[src/sv/sae_pkg.sv]
// Shared types, codes and constants for the scalar autograd engine.
// No dependencies.
`default_nettype none
package sae_pkg;
    localparam int NodeCapacity = 256;
    localparam int FractionBits = 16;
    localparam int IdxW = 8;

    localparam logic [2:0] OP_CLEAR = 3'd0;
    localparam logic [2:0] OP_LEAF  = 3'd1;
    localparam logic [2:0] OP_ADD   = 3'd2;
    localparam logic [2:0] OP_MUL   = 3'd3;
    localparam logic [2:0] OP_EXP   = 3'd4;
    localparam logic [2:0] OP_BWD   = 3'd5;
    localparam logic [2:0] OP_READ  = 3'd6;

    localparam logic [1:0] ST_OK   = 2'd0;
    localparam logic [1:0] ST_BAD  = 2'd1;
    localparam logic [1:0] ST_FULL = 2'd2;

    localparam logic [1:0] K_LEAF = 2'd0;
    localparam logic [1:0] K_ADD  = 2'd1;
    localparam logic [1:0] K_MUL  = 2'd2;
    localparam logic [1:0] K_EXP  = 2'd3;

    localparam logic [31:0] Log2eQ30 = 32'd1549082005;
    localparam logic [31:0] Ln2Q30   = 32'd744261118;

    // datapath commands
    localparam logic [3:0] C_NONE   = 4'd0;
    localparam logic [3:0] C_RDAB   = 4'd1;  // read value a,b
    localparam logic [3:0] C_ALU    = 4'd2;  // start add/mul/exp
    localparam logic [3:0] C_WNODE  = 4'd3;  // write new node
    localparam logic [3:0] C_GZERO  = 4'd4;  // zero gradient at counter
    localparam logic [3:0] C_GROOT  = 4'd5;  // set root gradient
    localparam logic [3:0] C_RDV    = 4'd6;  // read node v meta/grad/value
    localparam logic [3:0] C_RDC    = 4'd7;  // read child values/grads
    localparam logic [3:0] C_PROD   = 4'd8;  // start gradient products
    localparam logic [3:0] C_WGA    = 4'd9;  // write grad a
    localparam logic [3:0] C_WGB    = 4'd10; // write grad b
    localparam logic [3:0] C_RDRES  = 4'd11; // round the mul product into the result
    localparam logic [3:0] C_RDGB   = 4'd12; // reread grad b

    typedef struct packed {
        logic [3:0]      cmd;
        logic [2:0]      op;
        logic [IdxW-1:0] addr;
    } t_cmd;

    typedef struct packed {
        logic       busy;
        logic [1:0] kind;
    } t_stat;

    typedef struct packed {
        logic [2:0]  opcode;
        logic [31:0] leaf_value;
        logic [7:0]  operand_a;
        logic [7:0]  operand_b;
    } t_req;

    typedef struct packed {
        logic [1:0]  status;
        logic [7:0]  node_index;
        logic [31:0] node_value;
        logic [31:0] node_gradient;
    } t_rsp;

    function automatic logic [31:0] sat_add(input logic [31:0] a, input logic [31:0] b);
        logic [32:0] s;
        s = {a[31], a} + {b[31], b};
        if (s[32] != s[31]) return s[32] ? 32'h8000_0000 : 32'h7FFF_FFFF;
        return s[31:0];
    endfunction

    // rounded Q product from a registered 64-bit product
    function automatic logic [31:0] sat_round(input logic [63:0] p);
        logic [63:0] r;
        logic [63:0] q;
        r = p + (64'd1 << (FractionBits - 1));
        q = 64'($signed(r) >>> FractionBits);
        if ($signed(q) > $signed(64'h7FFF_FFFF)) return 32'h7FFF_FFFF;
        if ($signed(q) < $signed(64'hFFFF_FFFF_8000_0000)) return 32'h8000_0000;
        return q[31:0];
    endfunction
endpackage
`default_nettype wire

[src/sv/sae_ctrl.sv]
// Controller: decodes requests, sequences the datapath, builds responses.
// Depends on sae_pkg.
`default_nettype none
module sae_ctrl (
    input  wire                  i_clk,
    input  wire                  i_rst_n,
    input  wire                  i_in_valid,
    output logic                 o_in_ready,
    input  sae_pkg::t_req        i_in,
    output logic                 o_out_valid,
    input  wire                  i_out_ready,
    output sae_pkg::t_rsp        o_out,
    output sae_pkg::t_cmd        o_cmd,
    output sae_pkg::t_req        o_req,
    output logic [7:0]           o_aux,
    input  sae_pkg::t_stat       i_stat,
    input  wire  [31:0]          i_value,
    input  wire  [31:0]          i_grad
);
    localparam logic [3:0] S_IDLE  = 4'd0;
    localparam logic [3:0] S_RDAB  = 4'd1;
    localparam logic [3:0] S_ALU   = 4'd2;
    localparam logic [3:0] S_WAIT  = 4'd3;
    localparam logic [3:0] S_WR    = 4'd4;
    localparam logic [3:0] S_ZERO  = 4'd5;
    localparam logic [3:0] S_VRD   = 4'd6;
    localparam logic [3:0] S_CRD   = 4'd7;
    localparam logic [3:0] S_PROD  = 4'd8;
    localparam logic [3:0] S_WGA   = 4'd9;
    localparam logic [3:0] S_RGB   = 4'd10;
    localparam logic [3:0] S_WGB   = 4'd11;
    localparam logic [3:0] S_RES   = 4'd12;
    localparam logic [3:0] S_RES2  = 4'd13;
    localparam logic [3:0] S_OUT   = 4'd14;
    localparam logic [3:0] S_MULR  = 4'd15;

    logic [3:0]  r_st;
    sae_pkg::t_req r_req;
    logic [8:0]  r_used;
    logic [8:0]  r_cnt;
    logic        r_last;
    sae_pkg::t_rsp r_rsp;
    logic        r_ov;
    logic [1:0]  r_ph;

    logic w_acc, w_bad, w_full;
    logic [8:0] w_a, w_b;

    assign w_acc = i_in_valid && o_in_ready;
    assign w_a = {1'b0, i_in.operand_a};
    assign w_b = {1'b0, i_in.operand_b};
    assign o_in_ready = (r_st == S_IDLE) && !r_ov;
    assign w_full = r_used >= 9'(sae_pkg::NodeCapacity);

    always_comb begin
        unique case (i_in.opcode)
            sae_pkg::OP_ADD, sae_pkg::OP_MUL: w_bad = w_a >= r_used || w_b >= r_used;
            sae_pkg::OP_EXP, sae_pkg::OP_BWD, sae_pkg::OP_READ: w_bad = w_a >= r_used;
            default: w_bad = 1'b0;
        endcase
    end

    // command decode
    always_comb begin
        o_cmd.cmd = sae_pkg::C_NONE;
        o_cmd.op = r_req.opcode;
        o_cmd.addr = r_req.operand_a;
        o_aux = r_req.operand_b;
        unique case (r_st)
            S_RDAB: o_cmd.cmd = sae_pkg::C_RDAB;
            S_ALU:  o_cmd.cmd = sae_pkg::C_ALU;
            S_MULR: o_cmd.cmd = sae_pkg::C_RDRES;
            S_WR:   begin o_cmd.cmd = sae_pkg::C_WNODE; o_cmd.addr = r_used[7:0]; end
            S_ZERO: begin
                o_cmd.cmd = r_last ? sae_pkg::C_GROOT : sae_pkg::C_GZERO;
                o_cmd.addr = r_last ? r_req.operand_a : r_cnt[7:0];
            end
            S_VRD:  begin o_cmd.cmd = sae_pkg::C_RDV; o_cmd.addr = r_cnt[7:0]; end
            S_CRD:  o_cmd.cmd = sae_pkg::C_RDC;
            S_PROD: o_cmd.cmd = sae_pkg::C_PROD;
            S_WGA:  o_cmd.cmd = (i_stat.kind == sae_pkg::K_LEAF) ? sae_pkg::C_NONE
                                : sae_pkg::C_WGA;
            S_RGB:  o_cmd.cmd = sae_pkg::C_RDGB;
            S_WGB:  o_cmd.cmd = sae_pkg::C_WGB;
            S_RES:  o_cmd.cmd = sae_pkg::C_RDAB;
            default: o_cmd.cmd = sae_pkg::C_NONE;
        endcase
    end

    assign o_req = r_req;

    // sequencer
    always_ff @(posedge i_clk) begin
        if (!i_rst_n) begin
            r_st   <= S_IDLE;
            r_used <= 9'd0;
            r_ov   <= 1'b0;
        end else begin
            if (r_ov && i_out_ready) r_ov <= 1'b0;
            unique case (r_st)
                S_IDLE: if (w_acc) begin
                    r_req <= i_in;
                    r_rsp <= '0;
                    if (w_bad) begin
                        r_rsp.status <= sae_pkg::ST_BAD;
                        r_rsp.node_index <= i_in.operand_a;
                        r_ov <= 1'b1;
                    end else begin
                        unique case (i_in.opcode)
                            sae_pkg::OP_CLEAR: begin r_used <= 9'd0; r_ov <= 1'b1; end
                            sae_pkg::OP_LEAF, sae_pkg::OP_ADD, sae_pkg::OP_MUL,
                            sae_pkg::OP_EXP: begin
                                if (w_full) begin
                                    r_rsp.status <= sae_pkg::ST_FULL;
                                    r_ov <= 1'b1;
                                end else begin
                                    r_st <= (i_in.opcode == sae_pkg::OP_LEAF) ? S_WR : S_RDAB;
                                end
                            end
                            sae_pkg::OP_BWD: begin
                                r_cnt <= 9'd0; r_last <= 1'b0;
                                r_st <= S_ZERO;
                            end
                            sae_pkg::OP_READ: r_st <= S_RES;
                            default: r_ov <= 1'b1;
                        endcase
                    end
                end
                S_RDAB: r_st <= S_ALU;
                S_ALU: r_st <= (r_req.opcode == sae_pkg::OP_EXP) ? S_WAIT
                              : (r_req.opcode == sae_pkg::OP_MUL) ? S_MULR : S_WR;
                S_MULR: r_st <= S_WR;
                S_WAIT: if (!i_stat.busy) r_st <= S_WR;
                S_WR: begin
                    r_rsp.node_index <= r_used[7:0];
                    r_rsp.node_value <= (r_req.opcode == sae_pkg::OP_LEAF)
                                        ? r_req.leaf_value : i_value;
                    r_used <= r_used + 9'd1;
                    r_ov <= 1'b1;
                    r_st <= S_IDLE;
                end
                S_ZERO: begin
                    if (r_last) begin
                        r_cnt <= {1'b0, r_req.operand_a};
                        r_st <= S_VRD;
                    end else if (r_cnt + 9'd1 >= r_used) begin
                        r_last <= 1'b1;
                    end else begin
                        r_cnt <= r_cnt + 9'd1;
                    end
                end
                S_VRD: begin r_ph <= 2'd0; r_st <= S_CRD; end
                S_CRD: r_st <= S_PROD;
                S_PROD: r_st <= S_WGA;
                S_WGA: r_st <= (i_stat.kind == sae_pkg::K_LEAF
                               || i_stat.kind == sae_pkg::K_EXP) ? S_RES2 : S_RGB;
                S_RGB: r_st <= S_WGB;
                S_WGB: r_st <= S_RES2;
                S_RES2: begin
                    if (r_cnt == 9'd0) r_st <= S_RES;
                    else begin r_cnt <= r_cnt - 9'd1; r_st <= S_VRD; end
                end
                S_RES: r_st <= S_OUT;
                S_OUT: begin
                    r_rsp.node_index <= r_req.operand_a;
                    r_rsp.node_value <= i_value;
                    r_rsp.node_gradient <= i_grad;
                    r_ov <= 1'b1;
                    r_st <= S_IDLE;
                end
                default: r_st <= S_IDLE;
            endcase
        end
    end

    assign o_out_valid = r_ov;
    assign o_out = r_rsp;
    logic w_unused;
    assign w_unused = ^r_ph;
endmodule
`default_nettype wire

[config.mk]
export PLATFORM = sky130hd
export DESIGN_NAME = sae_ctrl
export DESIGN_NICKNAME = d
export VERILOG_FILES = /design/src/sv/sae_pkg.sv /design/src/sv/sae_ctrl.sv
export SDC_FILE = /design/constraint.sdc
export NUM_CORES = 1
export LEC_CHECK = 0
export BUFFER_PORTS_ARGS = -buffer_cell sky130_fd_sc_hd__buf_2
export CAP_MARGIN = 20
export CORE_MARGIN = 1.5
export CORE_UTILIZATION = 45
export CTS_BUF_LIST = sky130_fd_sc_hd__clkbuf_2 sky130_fd_sc_hd__clkbuf_4 sky130_fd_sc_hd__clkbuf_8
export CTS_CLUSTER_DIAMETER = 30
export DETAILED_ROUTE_END_ITERATION = 16
export GPL_TIMING_DRIVEN = 0
export HOLD_SLACK_MARGIN = 0.03
export PLACE_DENSITY_LB_ADDON = 0.12
export SYNTH_ARGS = -nofsm -noshare
export SYNTH_HDL_FRONTEND = slang
export SYNTH_SLANG_ARGS = --single-unit
export TNS_END_PERCENT = 100
[constraint.sdc]
create_clock -name i_clk -period 4.5 [get_ports i_clk]
set_input_delay 0 -clock i_clk [delete_from_list [all_inputs] [get_ports i_clk]]
set_output_delay 0 -clock i_clk [all_outputs]
set_load 0.005 [all_outputs]
## After elaboration in Yosys (flattened, before gate mapping)

Index checks and enable logic that the tools add are counted.

| operators by class | value |
|---|---|
| $lt $le $gt $ge | 4 |
| mux-type cells | 48 |
| add/sub/neg operators | 3 |
| reductions and logical operators | 29 |
| equality and inequality tests | 35 |
| bitwise operators | 1 |

Operator list:

| operator | count |
|---|---|
| one-hot mux 40 bit (3 select lines) | 1 |
| 2-to-1 mux 9 bit | 9 |
| 2-to-1 mux 72 bit | 1 |
| one-hot mux 32 bit (2 select lines) | 1 |
| one-hot mux 4 bit (15 select lines) | 1 |
| one-hot mux 4 bit (11 select lines) | 1 |
| 2-to-1 mux 4 bit | 9 |
| == test 4 bit (second input constant) | 8 |
| 2-to-1 mux 32 bit | 1 |
| one-hot mux 9 bit (3 select lines) | 1 |
| one-hot mux 8 bit (3 select lines) | 1 |
| adder 9 x 1 -> 9 bit (second input constant) | 2 |
| >= comparator 8 x 9 -> 1 bit | 2 |
| one-hot mux 9 bit (2 select lines) | 1 |
| == test 4 x 3 -> 1 bit (second input constant) | 4 |
| 2-to-1 mux 8 bit | 2 |
| == test 3 bit (second input constant) | 4 |
| one-hot mux 4 bit (3 select lines) | 1 |
| 2-to-1 mux 1 bit | 10 |
| inequality test 2 bit (second input constant) | 5 |
| OR reduction 2 bit | 5 |
| == test 3 x 2 -> 1 bit (second input constant) | 3 |
| >= comparator 9 bit | 1 |
| >= comparator 9 bit (second input constant) | 1 |
| 28 further kinds | 45 |

| word-level totals | value |
|---|---|
| flip-flop bits (word level) | 149 |

## Logic depth before layout (Yosys ltp)

Gate-level depths: netlist of the first run.

| logic depth | value |
|---|---|
| word-level depth | 7 |
| gate-level depth with buffers | 11 |

## Worst setup path after synthesis of the first run

No wires, ideal clock.

| path | value |
|---|---|
| path kind | reg2reg |
| start point | register r_st[2] |
| end point | register r_rsp, in the netlist o_out[32], enable pin |
| stages on the path, launching flop included | 7 |
| path slack | 259 ps |
| buffers on the path | 2 |
| arrival time | 3754 ps |
| data required time | 4013 ps |
| cell sequence | dfxtp_1 buf_4 clkbuf_1 o21ai_0 nor2_1 a31oi_1 nor3_1 |

| on the way | value |
|---|---|
| word-level cells in the longest chain between the ends | 5 |
| elaborated cells on any way between the ends | 8 |
| those cells by class | eq/ne: 3; reduce/logical: 5 |

RTL lines:

| item | RTL line | source |
|---|---|---|
| start: declaration | sae_ctrl.sv:37 | `logic [3:0] r_st;` |
| start signal: assignment | sae_ctrl.sv:117 | `r_st <= (i_in.opcode == sae_pkg::OP_LEAF) ? S_WR : S_RDAB;` |
| start signal: assignment | sae_ctrl.sv:130 | `S_ALU: r_st <= (r_req.opcode == sae_pkg::OP_EXP) ? S_WAIT` |
| start signal: assignment | sae_ctrl.sv:155 | `S_WGA: r_st <= (i_stat.kind == sae_pkg::K_LEAF` |
| logical NOT 4 bit | sae_ctrl.sv:52, sae_ctrl.sv:100 |  |
| logical AND 1 bit | sae_ctrl.sv:52 | `assign o_in_ready = (r_st == S_IDLE) && !r_ov;` |
| logical AND 1 bit | sae_ctrl.sv:49 | `assign w_acc = i_in_valid && o_in_ready;` |
| inequality test 2 bit (no source line) | n/a |  |
| AND reduction 3 bit (no source line) * | n/a |  |
| end: declaration | sae_ctrl.sv:42 | `sae_pkg::t_rsp r_rsp;` |

Every way passes the cells marked *; elsewhere a longest branch is shown, timed or not.
A chain may end at the register's enable or synchronous reset.

## Worst setup path in the final report of the first run

| path | value |
|---|---|
| start point | register r_cnt[0] |
| end point | register r_cnt[4], enable pin |

| on the way | value |
|---|---|
| word-level cells in the longest chain between the ends | 4 |
| elaborated cells on any way between the ends | 6 |
| those cells by class | add/sub: 1; order compare: 1; eq/ne: 2; reduce/logical: 2 |

RTL lines:

| item | RTL line | source |
|---|---|---|
| start: declaration | sae_ctrl.sv:40 | `logic [8:0] r_cnt;` |
| start signal: assignment | sae_ctrl.sv:144 | `r_cnt <= {1'b0, r_req.operand_a};` |
| start signal: assignment | sae_ctrl.sv:149 | `r_cnt <= r_cnt + 9'd1;` |
| adder 9 x 1 -> 9 bit | sae_ctrl.sv:146 | `end else if (r_cnt + 9'd1 >= r_used) begin` |
| >= comparator 9 bit | sae_ctrl.sv:146 |  |
| inequality test 3 bit (no source line) | n/a |  |
| AND reduction 7 bit (no source line) * | n/a |  |

Marked as above.

==> results of run 1 <==
## cell usage after synthesis (all sizes together) (7+ instances only)
cell type | n | area share
a21o | 8 | 0.0082
nand2 | 26 | 0.013
nor3 | 12 | 0.010
o21ai | 22 | 0.015
clkbuf | 9 | 0.0048
nand2b | 7 | 0.0070
nor4 | 10 | 0.018
xnor2 | 19 | 0.023
a22o | 38 | 0.045
dfxtp | 14 | 0.038
a21oi | 32 | 0.022
nor2 | 46 | 0.025
and2 | 34 | 0.029
o22ai | 9 | 0.0077
buf | 32 | 0.027
ha | 31 | 0.053
inv | 26 | 0.013
edfxtp | 135 | 0.55
nand3 | 13 | 0.0095
## cell usage in the layout, fill, tap and decap left out, types with 24 or more instances in the layout
master         count
a21oi_1           31
a22o_1            38
and2_1            34
buf_2            284
dlygate4sd3_1    120
edfxtp_1         135
ha_1              31
inv_1             24
nand2_1           26
nor2_1            43
## power by group through the flow
stage | logic, µW | clock network, µW | registers [µW]
finish | 1480 | 1000 | 1970
floorplan | 721 | 0 | 2030
global route | 1610 | 1080 | 2000
global placement | 1300 | 0 | 2020
CTS | 1460 | 1020 | 1970
detailed placement | 1370 | 0 | 2000
## metal layers
metal,vias up,share of wire,track usage
li1,3066,-,-
met1,3136,0.39,0.318
met2,343,0.50,0.459
met3,69,0.070,0.0533
met4,0,0.041,0.140
met5,-,0,0
## timing repair
| action | CTS | global route |
|---|---|---|
| setup endpoints to repair | 0 | 0 |
| endpoints found under the hold margin | 136 | 0 |
| hold buffers | 120 | 0 |
| setup buffers | 0 | 0 |
## kinds of logic after synthesis
group	Yosys count	share of synthesized area
AND/OR/NAND/NOR	172	0.134
AO/OA/AOI/OAI	149	0.144
flip-flops	149	0.589
buffers and inverters	67	0.0452
adder cells (fa/ha/maj)	31	0.0527
XOR/XNOR	23	0.0274
multiplexers	6	0.00816
## final cells by class
type | instances | area (µm²)
diodes | 1 | 2.50
plain buffers | 41 | 235
clock buffers | 17 | 234
clock inverters | 15 | 149
fillers | 1221 | 5300
inverters | 26 | 97.6
multi-input cells | 381 | 2710
flip-flops and latches | 149 | 4330
well taps | 216 | 270
repair buffers | 395 | 2610
## stage by stage
step / total power (µW) / utilization
after floorplan: 2750 / -
final: 4460 / 0.668
after global placement: 3320 / 0.564
after global routing: 4690 / 0.667
after CTS: 4450 / 0.667
after detailed placement: 3370 / 0.568
## critical path: stages (launching register included)
cell and delay (ns):
edfxtp_1 0.50, ha_1 0.24, nand3_1 0.13, nor2_1 0.19, nand3_1 0.12, xnor2_1 0.25, ha_1 0.31, a21oi_1 0.14
o21ai_0 0.10, a21oi_1 0.27, o31ai_1 0.12, a211oi_2 0.74
## sequential cells by signal, indices dropped and copies added, names as in the netlist, 3 cells and up
| register | count |
|---|---|
| o_out | 74 |
| o_req | 40 |
| r_cnt | 9 |
| r_used | 9 |
| o_aux | 8 |
| r_st | 4 |
| o_cmd | 3 |
## path summary, 6_finish.rpt
check         endpoint  slack, ns  cells past startpoint
max           r_cnt[4]       1.01                     11
min            r_st[3]       0.16                      4
max reg2reg   r_cnt[4]       1.01                     11
min reg2reg  o_out[41]       0.56                      1
==> flow_metrics.tcl, run 1 <==
set metrics [dict create \
    wl_per_cell_um 18.4 \
    synthFlopType "edfxtp_1" \
    design_area_um2 10600 \
    p_sw_frac 0.341 \
    syn_nets 750 \
    ys_seq_area_frac 0.589 \
    gr-usage-all-layers 0.267 \
    worstSetupPathType "reg2reg" \
    fmax_mhz 286 \
    cts_tree "yes" \
    pwr-share-comb 0.332 \
    area.growth.synth_to_final_pct 44.7 \
    ys_warn_count 0 \
    switchingPower_uw 1520 \
    cts-buffers-inserted 17 \
    arrival_ns 3.57 \
    syn_inst 597 \
    clock_latency_ns 0.46 \
    syn_avg_cell_area_um2 12.3 \
    worst_ep_required_time_ns 4.58 \
    ir_drop_mv 0.272 \
    power_leakage_uw 0.00448 \
    status "complete, no violations" \
    dpl_worst_slack_ns 1.09 \
    grt_pass1_vias 6556 \
    fin_cells 1241 \
    hpwl_mm 16.0 \
    fin_crit_sh 0.776 \
    postRouteWirelength_mm 22.9 \
    grt-ovfl-total 0 \
    slew_violations 0 \
    synth_cell_types 65 \
    slew_headroom 0.300 \
    initial_utilization 0.462 \
    power_density_nw_per_um2 419 \
    clock_sinks 149 \
    grt_antenna_before_repair 0 \
    startpoint "r_cnt[0]" \
    die-area_um2 17100 \
    coreArea_um2 15900 \
    dieWidth_um 131 \
    cts_root_buffer "clkbuf_8" \
    htree_levels 4 \
    viasPerCell 5.33 \
    post-route-drc-count 0 \
    cp-end-kind "register" \
    firstDrtPassIters 6 \
    synth_edf_count 135 \
    gp_congestion 0.914 \
    clock_power_share 0.225 \
    clk_pin_slew_ns 0.09 \
    clk_path_buf_depth 2 \
    cp_max_fo 9 \
    p_seq_frac 0.443 \
    p_int_uw 2940 \
    ys_ff_latch 149 \
    maxCapViolations 0 \
    place_area_um2 9060 \
    grt_setup_unrepaired "false" \
    max_slew.worst_pin.slew_ns 1.04 \
    io_buffers 271 \
    holdWs_ns 0.157 \
    grt_pass1_wl_mm 34.0 \
    place_inst 1088 \
    setup_violations 0 \
    via_count 6614 \
    nets 1164 \
    hold_path_class "in2reg" \
    drive_gt1_frac 0.353 \
    drt-initial-drc-count 501 \
    dieHeight_um 131 \
    setup_tns_ns 0 \
    skew_ns 0.0120 \
    reg2reg_from "r_cnt[0]" \
    worstHoldStart "i_in_valid" \
    drt.antenna.violating_nets 0 \
    hold_viol_final 0 \
    cts_resized 0 \
    grt_max_degree 36 \
    async_flop_share 0 \
    rows 46 \
    fin_ws_ns 1.01 \
    io_pins 272 \
    start_kind "register" \
    period_needed_ns 3.49 \
    syn_area_um2 7360 \
]
Power figures use the tool's default switching activity.
==> run 2, diff against run 1 <==
ABC_AREA = 1   (was default)
clock period = 3.65 ns   (was 4.5 ns; I/O delays follow)
==> run 2 against run 1 <==
Cell area grew 2.1%; clock power grew 22%; non-clock buffer count shrank 16; cell count grew 14%; sequential share of layout area shrank 0.84 points; area after synthesis grew 2.2%; sequential power grew 32%; maximum frequency grew 6.6%; critical path depth grew 5; largest cell class unchanged; utilization shrank 0.76 points; critical endpoint is now r_cnt[1]; via count grew 3.8%.
==> flow_metrics.tcl, run 2 <==
set metrics [dict create \
    holdWs_ns 0.208 \
    synth_common_cells "inv_1, edfxtp_1, nand2_1, nor2_1" \
    fin_cells 1420 \
    synth_cell_types 40 \
    gp_congestion 0.958 \
    syn_area_um2 7520 \
    p_seq_frac 0.442 \
    grt_pass1_wl_mm 35.0 \
    multi_input_area_um2 2410 \
    clock_power_share 0.206 \
    worstHoldStart "i_stat[1]" \
    async_flop_share 0 \
    largest_reg_flops 74 \
    cts_tree "yes" \
    register_area_um2 4330 \
    design_area_um2 10900 \
    via_count 6865 \
    netlist_top_cells_area "edfxtp_1, inv_1, ha_1" \
    period_needed_ns 3.27 \
    dieHeight_um 132 \
    max_slew.worst_pin.slew_ns 0.693 \
    firstDrtPassIters 5 \
    synth_edf_count 135 \
    crit_family "simple AND/OR/NAND/NOR gates" \
    pwr-share-comb 0.352 \
    place_inst 1267 \
    gr-usage-all-layers 0.259 \
    wl_per_cell_um 15.8 \
    grt-ovfl-total 0 \
    fmax_mhz 305 \
    io_buffers 271 \
    startpoint "r_cnt[0]" \
    grt_pass1_vias 6694 \
    htree_levels 4 \
    die-area_um2 17500 \
    cp_common_cell "nand2_1" \
    cts_root_buffer "clkbuf_8" \
    power_leakage_uw 0.00510 \
    ir_drop_mv 0.451 \
    rows 47 \
    arrival_ns 3.49 \
    post-route-drc-count 0 \
    critical-path-max-stage-delay_ns 0.49 \
    clk_path_buf_depth 2 \
    final_cell_mix "buf_2, inv_1, edfxtp_1" \
    maxCapViolations 0 \
    path_cells "inv_1 -> nor3_1 -> nand3_1 -> nor2_1 -> nand2_1 -> xor2_1 -> inv_1 -> ha_1 -> inv_1 -> nor3_1 -> nand2_1 -> o2111ai_1 -> nand2_1 -> nand2_1 -> nor3_4 -> buf_12" \
    slew_violations 0 \
    ys_seq_area_frac 0.576 \
    nets 1340 \
    clk_pin_slew_ns 0.08 \
    ys_ff_latch 149 \
    slew_headroom 0.538 \
    grt_antenna_before_repair 0 \
    grt_max_degree 32 \
    drt.antenna.violating_nets 0 \
    coreArea_um2 16500 \
    fin_crit_sh 0.897 \
    power.total_uw 5910 \
    n_antenna_cell 0 \
    reg2reg_from "r_cnt[0]" \
    initial_utilization 0.457 \
    clock_sinks 149 \
    start_kind "register" \
    fillers 1357 \
    path_buf_inv 4 \
    postRouteWirelength_mm 22.5 \
    syn_avg_cell_area_um2 9.74 \
    io_pins 272 \
    crit_slowest_cell "edfxtp_1" \
    dieWidth_um 132 \
    p_int_uw 3840 \
    syn_nets 925 \
    synth.most_common_cell "inv_1" \
    place_area_um2 9270 \
    setup_violations 0 \
    p_sw_frac 0.351 \
    switchingPower_uw 2070 \
    worst_ep_required_time_ns 3.86 \
    yosys.area.top_type "edfxtp_1" \
    power_density_nw_per_um2 544 \
    grt_setup_unrepaired "false" \
    drive_gt1_frac 0.294 \
    cts-buffers-inserted 17 \
    drt-initial-drc-count 383 \
    area.growth.synth_to_final_pct 44.5 \
    synth_top_cell_area_share 0.539 \
    skew_ns 0.0101 \
    synthFlopType "edfxtp_1" \
    ys_warn_count 0 \
    worstSetupPathType "reg2reg" \
    cp-end-kind "register" \
    syn_inst 772 \
    status "complete, no violations" \
    mostFrequentLayoutCell "buf_2" \
    hold_viol_final 0 \
    viasPerCell 4.83 \
    clock_latency_ns 0.45 \
    cp_max_fo 9 \
    hpwl_mm 16.1 \
    hold_path_class "in2reg" \
]
[run 2: layout make-up]
class	instances	area share
clock buffers	18	0.0222
well taps	220	0.0253
inverters	180	0.0622
plain buffers	24	0.0128
flip-flops and latches	149	0.399
repair buffers	396	0.245
multi-input cells	419	0.222
clock inverters	14	0.0115
[run 2: through the flow]
step	TNS, ns	util	worst slack, ns
floorplan	0	-	0.0509
global placement	-96.07	0.556	-1.65
detailed placement	0	0.563	0.176
CTS	0	0.658	0.104
global route	0	0.660	0.0728
finish	0	0.660	0.375
[run 2: routing by layer]
| layer | wire length, µm | GRT usage | part of all wire | up-vias |
|---|---|---|---|---|
| met5 | 0 | 0 | 0 | - |
| met4 | 589 | 0.104 | 0.026 | 0 |
| met2 | 11200 | 0.451 | 0.50 | 277 |
| li1 | - | - | - | 3408 |
| met3 | 1370 | 0.0507 | 0.061 | 46 |
| met1 | 9310 | 0.315 | 0.41 | 3134 |
[run 2: cells by family after synthesis]
family | count (synthesis) | share of synthesized area
and+or+nand+nor | 260 | 0.157
xor gates and xnor gates | 8 | 0.00932
adders and majority gates | 31 | 0.0516
buffers and inverters | 204 | 0.108
AOI/OAI and AO/OA | 120 | 0.0978
DFF | 149 | 0.576
[run 2: repair_timing]
action | CTS | global route
hold buffers | 120 | 0
setup endpoints to repair | 0 | 9
setup buffers | 0 | 1
hold endpoints to repair | 137 | 0
gates resized for setup | 0 | 1
[run 2: worst reg2reg max path: stages, from the launching register on]
cell       delay (ns)
edfxtp_1         0.49
inv_1            0.15
nor3_1           0.25
nand3_1          0.18
nor2_1           0.11
nand2_1          0.07
xor2_1           0.27
inv_1            0.08
ha_1             0.31
inv_1            0.06
nor3_1           0.27
nand2_1          0.08
o2111ai_1        0.32
nand2_1          0.10
nand2_1          0.12
nor3_4           0.06
buf_12           0.15
[run 2: final timing paths]
| path | endpoint | slack (ns) | depth (start not counted) |
|---|---|---|---|
| max | r_cnt[1] | 0.38 | 16 |
| min | r_st[1] | 0.21 | 7 |
| max reg2reg | r_cnt[1] | 0.38 | 16 |
| min reg2reg | r_used[2] | 0.49 | 2 |
[run 2: power by group through the flow]
stage,logic (µW),clock network [µW],registers [µW]
final,2080,1220,2610
after global placement,1820,0,2700
after detailed placement,1950,0,2650
after global routing,2270,1310,2660
after floorplan,920,0,2730
after CTS,2070,1250,2610
==> run 3, diff against run 2 <==
PLACE_DENSITY = 0.77   (was default)
PLACE_DENSITY_LB_ADDON = default   (was 0.12)
==> run 3 against run 2 <==
Cell area is essentially flat; global-route usage grew 2.4 points; register-to-register slack lost 0.08 ns; flip-flop and latch count is the same; sequential power grew 2%; utilization is essentially flat; first-iteration DRC count grew 63%; critical endpoint is now r_cnt[5].
==> flow_metrics.tcl, run 3 (synthesis results as in run 2) <==
set metrics [dict create \
    ir_drop_mv 0.446 \
    period_needed_ns 3.36 \
    fin_ws_ns 0.290 \
    grt-ovfl-total 0 \
    arrival_ns 3.50 \
    htree_levels 4 \
    coreArea_um2 16500 \
    die-area_um2 17500 \
    critical-path-max-stage-delay_ns 0.46 \
    postRouteWirelength_mm 24.6 \
    grt_max_degree 34 \
    slew_headroom 0.513 \
    n_antenna_cell 0 \
    power_leakage_uw 0.00512 \
    grt_antenna_before_repair 0 \
    crit_slowest_cell "edfxtp_1" \
    largest_reg_flops 74 \
    dpl_worst_slack_ns 0.0994 \
    clk_path_buf_depth 2 \
    holdWs_ns 0.101 \
    slew_violations 0 \
    cts_root_buffer "clkbuf_8" \
    power.total_uw 6080 \
    worst_ep_required_time_ns 3.79 \
    fin_crit_sh 0.920 \
    hpwl_mm 16.5 \
    status "complete, no violations" \
    mostFrequentLayoutCell "buf_2" \
    gr-usage-all-layers 0.282 \
    via_count 7138 \
    drt-initial-drc-count 624 \
    max_slew.worst_pin.slew_ns 0.728 \
    cts_tree "yes" \
    grt_pass1_wl_mm 37.9 \
    area.growth.synth_to_final_pct 44.6 \
    maxCapViolations 0 \
    wl_per_cell_um 17.3 \
    dieWidth_um 132 \
    fillers 1253 \
    clock_sinks 149 \
    viasPerCell 5.03 \
    io_pins 272 \
    dieHeight_um 132 \
    power_density_nw_per_um2 559 \
    grt_setup_unrepaired "false" \
    worstSetupPathType "reg2reg" \
    final_cell_mix "buf_2, inv_1, edfxtp_1" \
    rows 47 \
    cp-end-kind "register" \
    fmax_mhz 298 \
    path_cells "ha_1 -> nand2_1 -> nor2_1 -> nand3_1 -> nor2_1 -> nand2_1 -> xor2_1 -> inv_1 -> ha_1 -> a21oi_1 -> o31a_1 -> o2111ai_1 -> nand2_1 -> nand2_1 -> nor3_4 -> buf_2" \
    cp_common_cell "nand2_1" \
    initial_utilization 0.457 \
    firstDrtPassIters 6 \
    skew_ns 0.0176 \
    nets 1340 \
    post-route-drc-count 0 \
    cts-buffers-inserted 17 \
    hold_viol_final 0 \
    drt.antenna.violating_nets 0 \
    start_kind "register" \
    gp_congestion 0.935 \
    setup_violations 0 \
    clk_pin_slew_ns 0.08 \
    hold_path_class "in2reg" \
    cp_max_fo 6 \
    setup_tns_ns 0 \
    grt_pass1_vias 7115 \
    clock_latency_ns 0.45 \
    drive_gt1_frac 0.295 \
    io_buffers 271 \
]
-- run 3: final timing paths --
kind / startpoint / endpoint / slack (ns) / cells past startpoint
setup / recovery: r_cnt[0] / r_cnt[5] / 0.29 / 16
hold / removal: i_in_valid / r_st[2] / 0.10 / 6
setup reg to reg: r_cnt[0] / r_cnt[5] / 0.29 / 16
hold reg to reg: r_used[2] / r_used[2] / 0.50 / 2
-- run 3: per-stage QoR --
stage | std cells | area, µm² | util
after floorplan | 772 | 7520 | -
after global placement | 1263 | 9150 | 0.556
after detailed placement | 1267 | 9250 | 0.562
after CTS | 1417 | 10800 | 0.659
after global routing | 1419 | 10900 | 0.660
final | 1419 | 10900 | 0.660
-- run 3: metal layers --
metal / vias to the layer above / share of wire / track usage
li1: 3404 / - / -
met2: 361 / 0.51 / 0.505
met1: 3324 / 0.38 / 0.326
met3: 49 / 0.081 / 0.0638
met4: 0 / 0.031 / 0.115
met5: - / 0 / 0
-- run 3: power by group --
part / internal (µW) / switching, µW / leakage [µW]
clock network: 700 / 645 / 0.000203
logic: 815 / 1270 / 0.00353
registers: 2460 / 192 / 0.00138
total: 3970 / 2110 / 0.00512
-- run 3: final cells by class --
type | count | area, µm² | share of cell area
Clock buffer | 20 | 256 | 0.0236
Timing Repair Buffer | 396 | 2630 | 0.242
Multi-Input combinational cell | 419 | 2410 | 0.222
Buffer | 24 | 139 | 0.0128
Inverter | 180 | 676 | 0.0621
Clock inverter | 11 | 151 | 0.0139
Tap cell | 220 | 275 | 0.0253
Sequential cell | 149 | 4330 | 0.399
-- run 3: critical path, delay by kind of cell (launching register included) --
family,cells,cell delay (ns)
xor+xnor,1,0.28
buf+inv,2,0.34
flops,1,0.46
compound gates,3,0.47
fa+ha+maj,2,0.54
simple gates,8,0.95
-- run 3: timing repair --
action                                 4_1_cts  5_1_grt
hold buffers                               119        0
setup buffers                                0        2
setup endpoints to repair                    0        9
resized for setup                            0        2
endpoints found under the hold margin      131        0
